## config.mk

```make
export PLATFORM = sky130hd
export DESIGN_NAME = dfsb_ram
export DESIGN_NICKNAME = d
export VERILOG_FILES = /design/src/hw/rtl/dfsb_ram.sv
export SDC_FILE = /design/constraint.sdc
export NUM_CORES = 2
export LEC_CHECK = 0
export BUFFER_PORTS_ARGS = -buffer_cell sky130_fd_sc_hd__buf_4
export CAP_MARGIN = 20
export CORE_AREA = 2 2 727 729
export DETAILED_ROUTE_END_ITERATION = 10
export DIE_AREA = 0 0 729 731
export PLACE_DENSITY_LB_ADDON = 0.12
export RECOVER_POWER = 100
export SKIP_CTS_REPAIR_TIMING = 1
export SLEW_MARGIN = 10
export SYNTH_ARGS = -nofsm -noshare
export SYNTH_HDL_FRONTEND = slang
export SYNTH_SLANG_ARGS = --single-unit
```

## constraint.sdc

```tcl
create_clock -name clk -period 9 [get_ports clk]
set_input_delay 1.8 -clock clk [delete_from_list [all_inputs] [get_ports clk]]
set_output_delay 1.8 -clock clk [all_outputs]
set_load 0.02 [all_outputs]
```

## src/hw/rtl/dfsb_ram.sv

```systemverilog
`timescale 1ns / 1ps
// ----------------------------------------------------------------------------
// dfsb_ram
// Generic single write port, single read port RAM with registered read data.
// ----------------------------------------------------------------------------
module dfsb_ram #(
  parameter int WIDTH = 64,
  parameter int DEPTH = 64,
  parameter int AW    = (DEPTH > 1) ? $clog2(DEPTH) : 1
) (
  input  logic             clk,
  input  logic             we,
  input  logic [AW-1:0]    waddr,
  input  logic [WIDTH-1:0] wdata,
  input  logic             re,
  input  logic [AW-1:0]    raddr,
  output logic [WIDTH-1:0] rdata
);

  logic [WIDTH-1:0] mem [DEPTH];
  logic [WIDTH-1:0] rdata_r;

  always_ff @(posedge clk) begin
    if (we) begin
      mem[waddr] <= wdata;
    end
    if (re) begin
      rdata_r <= mem[raddr];
    end
  end

  assign rdata = rdata_r;

endmodule

```

==> flow_metrics.tcl <==
set metrics [dict create \
    hold_class "flip-flop to flip-flop" \
    hpwl_um 270000 \
    start_util_pct 29.8 \
    pwr-share-seq_pct 51.7 \
    yosysWarnings 0 \
    ys_seq_area_share_pct 79.6 \
    yosys.area.top_type "edfxtp_1" \
    finalSetupViolations 0 \
    dieWidth_um 729 \
    ys_seq_elements 4160 \
    cts_num_sinks 4160 \
    rr_worst_depth 5 \
    grt_max_degree 102 \
    finalCriticalPeriod_ns 6.78 \
    tightest_slew_ns 4.60 \
    hold_path_depth 4 \
    wl_met1_um 228000 \
    hold_viol 0 \
    setup_slack_ns 2.22 \
    drtAntennaViolNets 0 \
    critical_path_class "primary input to flip-flop" \
    grt_pass1_wl_um 709000 \
    fmaxAchievable_mhz 147 \
    intPower_w 0.0327 \
    met3_length_um 28200 \
    drtIter0Drc 8432 \
    comb_power_share_pct 4.5 \
    die_h_um 731 \
    drt_wl_total_um 526000 \
    slew_violations 7657 \
    antenna_found_initial 53 \
    fin_worst_skew_ns 0.0751 \
    outcome "finished with violations" \
    dieArea_sq_um 533000 \
    max-cap-violations 184 \
    netlist.area_leader.share_pct 79.6 \
    synthTopCellsByCount "edfxtp_1, mux4_2, buf_2" \
    nNetsFinal 7125 \
    pre_cts_ws_ns 3.36 \
    max-vdd-ir-drop_uv 171 \
    fin_tns_setup_ns 0 \
    p_sw_w 0.00914 \
    clk_path_buf_depth 4 \
    grt_pass1_vias 78726 \
    powerDensity_nw_per_um2 231 \
    place_congestion 0.734 \
    synth-main-ff-cell "edfxtp_1" \
    synth-edff-count 4160 \
    port_buffers 142 \
    dr.pass1.iters 5 \
    num_vias 75697 \
    power.total_w 0.0418 \
    cellLeakagePower_nw 54.8 \
    layout-drive-gt1-share_pct 24.9 \
    pin_count 143 \
    ys_top_cells_by_area "edfxtp_1, mux4_2, mux2i_1, a22oi_1, buf_2" \
    core_region_area_sq_um 526000 \
    post-route-drc-count 0 \
    fill_cells 48963 \
    htree_levels 5 \
    gr-usage-all-layers_pct 19.5 \
    synth-async-reset-ratio_pct 0 \
    wl_met2_um 261000 \
    via_per_inst 5.24 \
    cts_tree "built" \
    postSynthCellCount 6598 \
    yosysMostFrequentCell "edfxtp_1" \
    clkTransAtPathRegs_ns 0.06 \
    drt-wirelength-per-cell_um 36.4 \
    multiInputGateArea_sq_um 30400 \
    rows 267 \
    syn_avg_cell_area_sq_um 23.8 \
    violations "capacitance limit, slew limit" \
    ff_latch_area_sq_um 125000 \
    highest-signal-layer "met5" \
    cts_buffers 459 \
    rsz0062_at_grt "false" \
    period_share_pct 75.4 \
    pwr-share-clk_pct 43.8 \
    area_growth_syn_to_layout_pct 15.2 \
    synth_area_sq_um 157000 \
    worstSetupStartpointType "primary input" \
    clock_latency_ns 1.03 \
    required_ns 9.55 \
    slew_headroom_pct -207 \
    arrival_ns 7.33 \
    gr-total-overflow 0 \
    crit_fanout 24 \
    critical_path.endpoint_type "flip-flop" \
    clock_tree.root_cell "clkbuf_16" \
    synth.distinct_cells 32 \
    syn_nets 6677 \
    swShare_pct 21.9 \
]
-- through the flow --
step / area [sq um] / utilization, % / hold slack, ns / std cells
after floorplan: 157000 / - / 0.865 / 6598
after global routing: 181000 / 34.4 / 0.958 / 14422
after detailed placement: 168000 / 31.9 / 0.900 / 13579
after CTS: 182000 / 34.7 / 0.914 / 14417
after global placement: 168000 / 31.9 / 0.911 / 13576
final: 181000 / 34.4 / 0.912 / 14434
-- routing by layer --
metal,vias up,global-route usage [%]
li1,29560,-
met1,43155,27.1
met2,2414,33.1
met3,560,2.60
met4,8,3.29
met5,-,0
-- cell families (layout without fill, tap and decap cells) --
logic type / Yosys count / after routing / share of synthesized area (%)
flops: 4160 / 4160 / 79.6
mux: 1159 / 1159 / 15.6
compound gates: 504 / 504 / 2.47
buf+inv: 389 / 1214 / 1.18
simple gates: 386 / 386 / 1.23
other cells: 0 / 17 / 0
-- cell type report --
type                            count  share of cell area (%)
Sequential cell                  4160                    69.1
Clock buffer                      568                    6.65
Multi-Input combinational cell   2049                    16.8
Antenna cell                       17                  0.0235
Timing Repair Buffer              357                    1.21
Clock inverter                    270                    1.33
Tap cell                         6994                    4.84
Inverter                           19                  0.0394
-- worst max-delay path, stage by stage --
cell	delay [ns]
clkbuf_1	0.21
or3_1	0.69
nor2_1	2.19
clkbuf_1	2.29
-- layout by cell type, fill, tap and decap left out, drive strengths merged, types with 17 or more instances in the layout --
| cell | count |
|---|---|
| a211oi | 63 |
| a22o | 88 |
| a22oi | 168 |
| a2bb2oi | 19 |
| a31oi | 18 |
| a41oi | 26 |
| and3 | 64 |
| buf | 133 |
| bufinv | 37 |
| clkbuf | 792 |
| clkinv | 214 |
| diode | 17 |
| edfxtp | 4160 |
| inv | 27 |
| mux2i | 135 |
| mux4 | 1024 |
| nand2 | 58 |
| nand3 | 45 |
| nor2 | 112 |
| nor2b | 28 |
| o221ai | 38 |
| o22ai | 83 |
| or2 | 28 |
| or3 | 29 |
-- state kept, by name (all words and copies together), names as in the netlist --
register  count
mem        4096
rdata        64
-- path summary, 6_finish.rpt --
check | end | startpoint | slack, ns
worst max-delay path | mem[1][38] | waddr[5] | 2.22
worst min-delay path | rdata[62] | mem[62][62] | 0.91
worst min register to register | rdata[62] | mem[62][62] | 0.91
worst max register to register | rdata[13] | mem[55][13] | 6.57
-- power groups by stage --
| stage | clock network, W | logic, W | registers (W) |
|---|---|---|---|
| final | 0.0183 | 0.00188 | 0.0216 |
| after floorplan | 0 | 0.00100 | 0.0220 |
| after detailed placement | 0 | 0.00197 | 0.0220 |
| after CTS | 0.0187 | 0.00198 | 0.0216 |
| after global routing | 0.0195 | 0.00202 | 0.0216 |
| after global placement | 0 | 0.00195 | 0.0220 |
Power figures use the tool's default switching activity.
