File: config.mk
export PLATFORM = sky130hd
export DESIGN_NAME = dfsb_word_unit
export DESIGN_NICKNAME = d
export VERILOG_FILES = /design/src/hw/rtl/dfsb_pkg.sv /design/src/hw/rtl/dfsb_word_unit.sv
export SDC_FILE = /design/constraint.sdc
export NUM_CORES = 1
export LEC_CHECK = 0
export BUFFER_PORTS_ARGS = -buffer_cell sky130_fd_sc_hd__buf_2
export CAP_MARGIN = 20
export CORE_UTILIZATION = 50
export DETAILED_ROUTE_END_ITERATION = 8
export GPL_TIMING_DRIVEN = 0
export PLACE_DENSITY = 0.82
export SKIP_LAST_GASP = 1
export SYNTH_ARGS = -nofsm -noshare
export SYNTH_HDL_FRONTEND = slang
export SYNTH_SLANG_ARGS = --single-unit
File: constraint.sdc
create_clock -name vclk -period 8.2
set_clock_uncertainty 0.1 [all_clocks]
set_input_delay 0.82 -clock vclk [all_inputs]
set_output_delay 0.82 -clock vclk [all_outputs]
set_load 0.005 [all_outputs]
File: src/hw/rtl/dfsb_pkg.sv
`timescale 1ns / 1ps
// ----------------------------------------------------------------------------
// dfsb_pkg
// Shared constants, codes and types of the dual free space bitmap unit.
// ----------------------------------------------------------------------------
package dfsb_pkg;

  localparam int DEF_MAX_BLOCKS = 4096;
  localparam int DEF_MAX_NODES  = 1024;
  localparam int DEF_WORD_BITS  = 64;

  localparam int KIND_W    = 3;
  localparam int IDX_W     = 12;
  localparam int STAT_W    = 2;
  localparam int BCNT_W    = 13;
  localparam int NCNT_W    = 11;
  localparam int POS_W     = 17;
  localparam int CFG_IDX_W = 1;
  localparam int CFG_DAT_W = BCNT_W;

  localparam logic [KIND_W-1:0] KIND_RAW_SET   = 3'd0;
  localparam logic [KIND_W-1:0] KIND_MARK_USED = 3'd1;
  localparam logic [KIND_W-1:0] KIND_MARK_FREE = 3'd2;
  localparam logic [KIND_W-1:0] KIND_FIND_FREE = 3'd3;
  localparam logic [KIND_W-1:0] KIND_QUERY     = 3'd4;

  localparam logic [STAT_W-1:0] ST_OK    = 2'd0;
  localparam logic [STAT_W-1:0] ST_RANGE = 2'd1;
  localparam logic [STAT_W-1:0] ST_NONE  = 2'd2;

  localparam logic [CFG_IDX_W-1:0] REG_BLOCK_COUNT = 1'b0;
  localparam logic [CFG_IDX_W-1:0] REG_INODE_COUNT = 1'b1;

  localparam logic [BCNT_W-1:0] BLOCK_COUNT_RST = 13'd4096;
  localparam logic [NCNT_W-1:0] INODE_COUNT_RST = 11'd1024;

  // word update control: write one bit of the word with the given value
  typedef struct packed {
    logic put;
    logic value;
  } dfsb_wctl_t;

endpackage

File: src/hw/rtl/dfsb_word_unit.sv
`timescale 1ns / 1ps
// ----------------------------------------------------------------------------
// dfsb_word_unit
// Bit read, bit update and lowest free bit search on one bitmap word.
// ----------------------------------------------------------------------------
module dfsb_word_unit #(
  parameter int LANE = 64,
  parameter int SH   = $clog2(LANE)
) (
  input  logic                word_i,
  input  logic [LANE-1:0]     data_i,
  input  logic [SH-1:0]       pos_i,
  input  dfsb_pkg::dfsb_wctl_t ctl_i,
  input  logic [SH:0]         valid_cnt_i,
  output logic [LANE-1:0]     data_o,
  output logic                bit_o,
  output logic                free_any_o,
  output logic [SH-1:0]       free_pos_o
);
  import dfsb_pkg::*;

  localparam int GRPS = LANE / 8;
  localparam int GW   = (SH > 3) ? SH - 3 : 1;

  logic [LANE-1:0] vmask;
  logic [LANE-1:0] freev;
  logic [GRPS-1:0] gany;
  logic [GW-1:0]   gsel;
  logic [SH-1:0]   gbase;
  logic [7:0]      gbits;
  logic [2:0]      bsel;

  assign bit_o = data_i[pos_i];

  always_comb begin
    data_o = data_i;
    if (ctl_i.put && word_i) begin
      data_o[pos_i] = ctl_i.value;
    end
  end

  always_comb begin
    for (int j = 0; j < LANE; j++) begin
      vmask[j] = ((SH + 1)'(j) < valid_cnt_i);
    end
  end

  assign freev = ~data_i & vmask;

  always_comb begin
    for (int g = 0; g < GRPS; g++) begin
      gany[g] = |freev[g*8 +: 8];
    end
  end

  always_comb begin
    gsel = '0;
    for (int g = GRPS - 1; g >= 0; g--) begin
      if (gany[g]) begin
        gsel = GW'(g);
      end
    end
  end

  assign gbase = SH'({gsel, 3'b000});
  assign gbits = freev[gbase +: 8];

  always_comb begin
    bsel = '0;
    for (int b = 7; b >= 0; b--) begin
      if (gbits[b]) begin
        bsel = 3'(b);
      end
    end
  end

  assign free_any_o = |gany;
  assign free_pos_o = gbase | SH'(bsel);

endmodule

==> results.md <==
* Path class of the lowest-slack min-delay path: in -> out
* Worst Max-Slew Pin Slew at 0.865 ns
* Number of buffers inserted by port buffering at 143
* Initial core utilization at 52.2%
* Remaining Overflow, GRT at 0
* Sequential-to-total area share from yosys stat at 0%
* Setup slack at placement at 2.45 ns
* Violations in the final reports: design-rule violations
* Core Area at 7330 sq um
* Drt via density at 7.29
* Status: finished, violations left
* Minimum clock period at 6.09 ns
* Share of total power in combinational logic at 100.0%
* Highest fanout seen on the critical path at 10
* Crit path largest cell delay at 0.54 ns
* Final setup violation count at 0
* Complex-gate fraction of the synthesized area at 35.6%
* Cell-by-cell listing of the critical path: buf_2 > buf_2 > buf_1 > nor3_1 > a21oi_1 > nand2b_1 > a221oi_2 > o2111ai_1 > nand4_1 > inv_2 > buf_2 > a211oi_1 > o21ai_0 > a21oi_1 > o21ai_1 > a31oi_1 > buf_2
* Setup repair bufs after CTS at 0
* Switching portion of total power at 63.0%
* Area enclosed by the die boundary at 8000 sq um
* Share of final-layout standard cells stronger than drive strength 1 at 33.2%
* Yosys warning count at 0
* Overall die width at 89.5 um
* Type of the worst setup path: in -> out
* Max capacitance violation total at 0
* Post-route DRC at 1
* Leading cell types by total area after synthesis: mux2_2, a21oi_1, nand2_1, nor2_1, o21ai_0
* Largest net degree at the start of global routing at 11
* Count of hold buffers inserted by post-cts repair at 0
* Total number of placement rows at 31
* Critical path arrival at 5.17 ns
* Final number of hold-violating endpoints at 0
* 1st-pass router iterations at 9
* Type of destination of the critical path: output port
* Area taken by flip-flops and latches at 0 sq um
* Slew Limit Headroom at 41.8%
* Fill cell instance count of the final layout at 713
* Share of the synthesized area in the top cell type at 18.0%
* Share of synthesized cell area in full adder, half adder and majority cells at 0%
* Via count of the first global-routing pass at 5350
* Setup_tns at 0 ns
* Count of pins on the block boundary at 152
* Total area of multi-input combinational cells at 3530 sq um
* Syn avg cell area at 6.35 sq um
* Overall track demand over capacity in global routing at 49.6%
* Synthesized Nets at 682
* Critical path launch point type: input port
* RSZ-0062 raised after global routing: no
* Crit path top cell by count: buf_2
* Area Growth Syn to Fin at 22.0%
* F_max at 164 MHz
* Number of cells upsized or downsized after cts at 0
* Sequential fraction of design power at 0%
* Detailed-route wire length per cell at 24.4 um
* Iter 0 DRT Violations at 950
* Summed instance area of the synthesized netlist at 3820 sq um
* Worst setup slack after layout at 2.11 ns
* Data required time at the worst endpoint at 7.28 ns
* Count of clock-net buffers in the final layout at 0
* Reported net switching power at 146 uW
* Worst-case vdd ir drop at 34.1 uV
* DPL Wire Length at 16000 um
* Post-synth top area cell: mux2_2
* Fraction of the mapped netlist area in simple logic gates at 34.4%
* Number of nets still failing antenna checks after routing at 0
* Chip Height at 89.5 um
* Pwr dens at 49.5 nW/um^2
* Via count at 6151
* Proportion of synthesized area in mux cells at 22.3%
* Post-synthesis cell type count at 73
* Xor and xnor fraction of the mapped netlist area at 0%
* Standard cell with the maximum stage delay on the critical path: a221oi_2
* # nets final at 827
* Diodes inserted at 0
* Cell area after layout at 4660 sq um
* Share of the cycle needed by the critical path after routing at 74.3%
* Clock Power Share at 0%
* Weighted congestion reported at the end of routability-driven placement at 1.10
* Sum of buffers and inverters on the critical path at 6
* Kind of cell adding the most delay to the critical path: compound AO/OA/AOI/OAI gates
* Wire length of the first global-routing pass at 29600 um
* Pint at 85.4 uW
* Total detailed-routing wirelength at 20600 um
* Number of instances in the synthesized netlist at 602
* Main combinational cell family by area after synthesis: compound AO/OA/AOI/OAI gates
* Cell area reported after detailed placement at 4660 sq um
* Static leakage at 0.00181 uW
* Initial antenna violation count at 0
* Count of flip-flops and latches at 0
* Slew Viols, Final at 0
Yosys cell counts (all sizes together) (5+ instances only):
cell,n
o22ai,7
a21o,6
o21ai,36
nand3,28
mux2i,12
or3,7
and2,6
nor2,70
mux2,61
inv,10
clkbuf,28
a31oi,9
a221oi,6
buf,25
nor4,9
a22oi,5
nand2,72
nor2b,7
a21oi,64
nand3b,7
o211ai,6
a211oi,21
o221ai,5
nand4,7
nor3,18
nand2b,8
worst min-delay path, stage by stage:
cell and delay, ns:
buf_2 0.10, mux2_2 0.14, buf_2 0.10
final cells by class:
type	count	share of cell area [%]
Tap cell	99	2.66
Inverter	10	0.805
Multi-Input combinational cell	539	75.6
Buffer	53	5.55
Timing Repair Buffer	143	15.3
placed cells by master, fill, tap and decap left out, types with 6 or more instances in the layout:
master	count
buf_2	154
nand2_1	71
nor2_1	69
a21oi_1	63
mux2_2	61
o21ai_0	33
nand3_1	28
clkbuf_1	27
a211oi_1	20
nor3_1	17
mux2i_1	12
a31oi_1	9
inv_1	8
nand2b_1	8
nor4_1	8
o22ai_1	7
or3_1	7
nor2b_1	7
nand4_1	7
buf_1	7
nand3b_1	7
and2_1	6
o211ai_1	6
a21o_1	6
path summary, 6_finish.rpt:
kind           start            end  slack [ns]  cells after the start
min       data_i[50]     data_o[50]        1.88                      3
max   valid_cnt_i[2]  free_pos_o[1]        2.11                     17
logic make-up (layout without fill, tap and decap cells):
logic type	count (synthesis)	count (layout)
buffers and inverters	63	206
AOI/OAI and AO/OA	205	205
muxes	75	75
and+or+nand+nor	259	259
routing by layer:
metal	GRT usage, %	part of all wire, %	vias up
met5	0	0	-
met4	29.6	7.7	0
met3	14.9	16	177
met2	77.8	42	680
met1	59.6	35	2713
li1	-	-	2581
per-stage QoR:
stage	cells	util [%]	power, uW	hold slack [ns]
global placement	844	63.6	213	1.88
global route	844	63.6	242	1.90
CTS	844	63.6	217	1.88
floorplan	602	-	125	1.65
finish	844	63.6	231	1.88
detailed placement	844	63.6	216	1.88
power groups by stage:
stage                     sequential, uW  combinational [uW]  clock [uW]
after floorplan                        0                 125           0
after global placement                 0                 213           0
after detailed placement               0                 216           0
after CTS                              0                 217           0
after global routing                   0                 242           0
final                                  0                 231           0
Note: power is estimated with default switching activity, not from simulation.
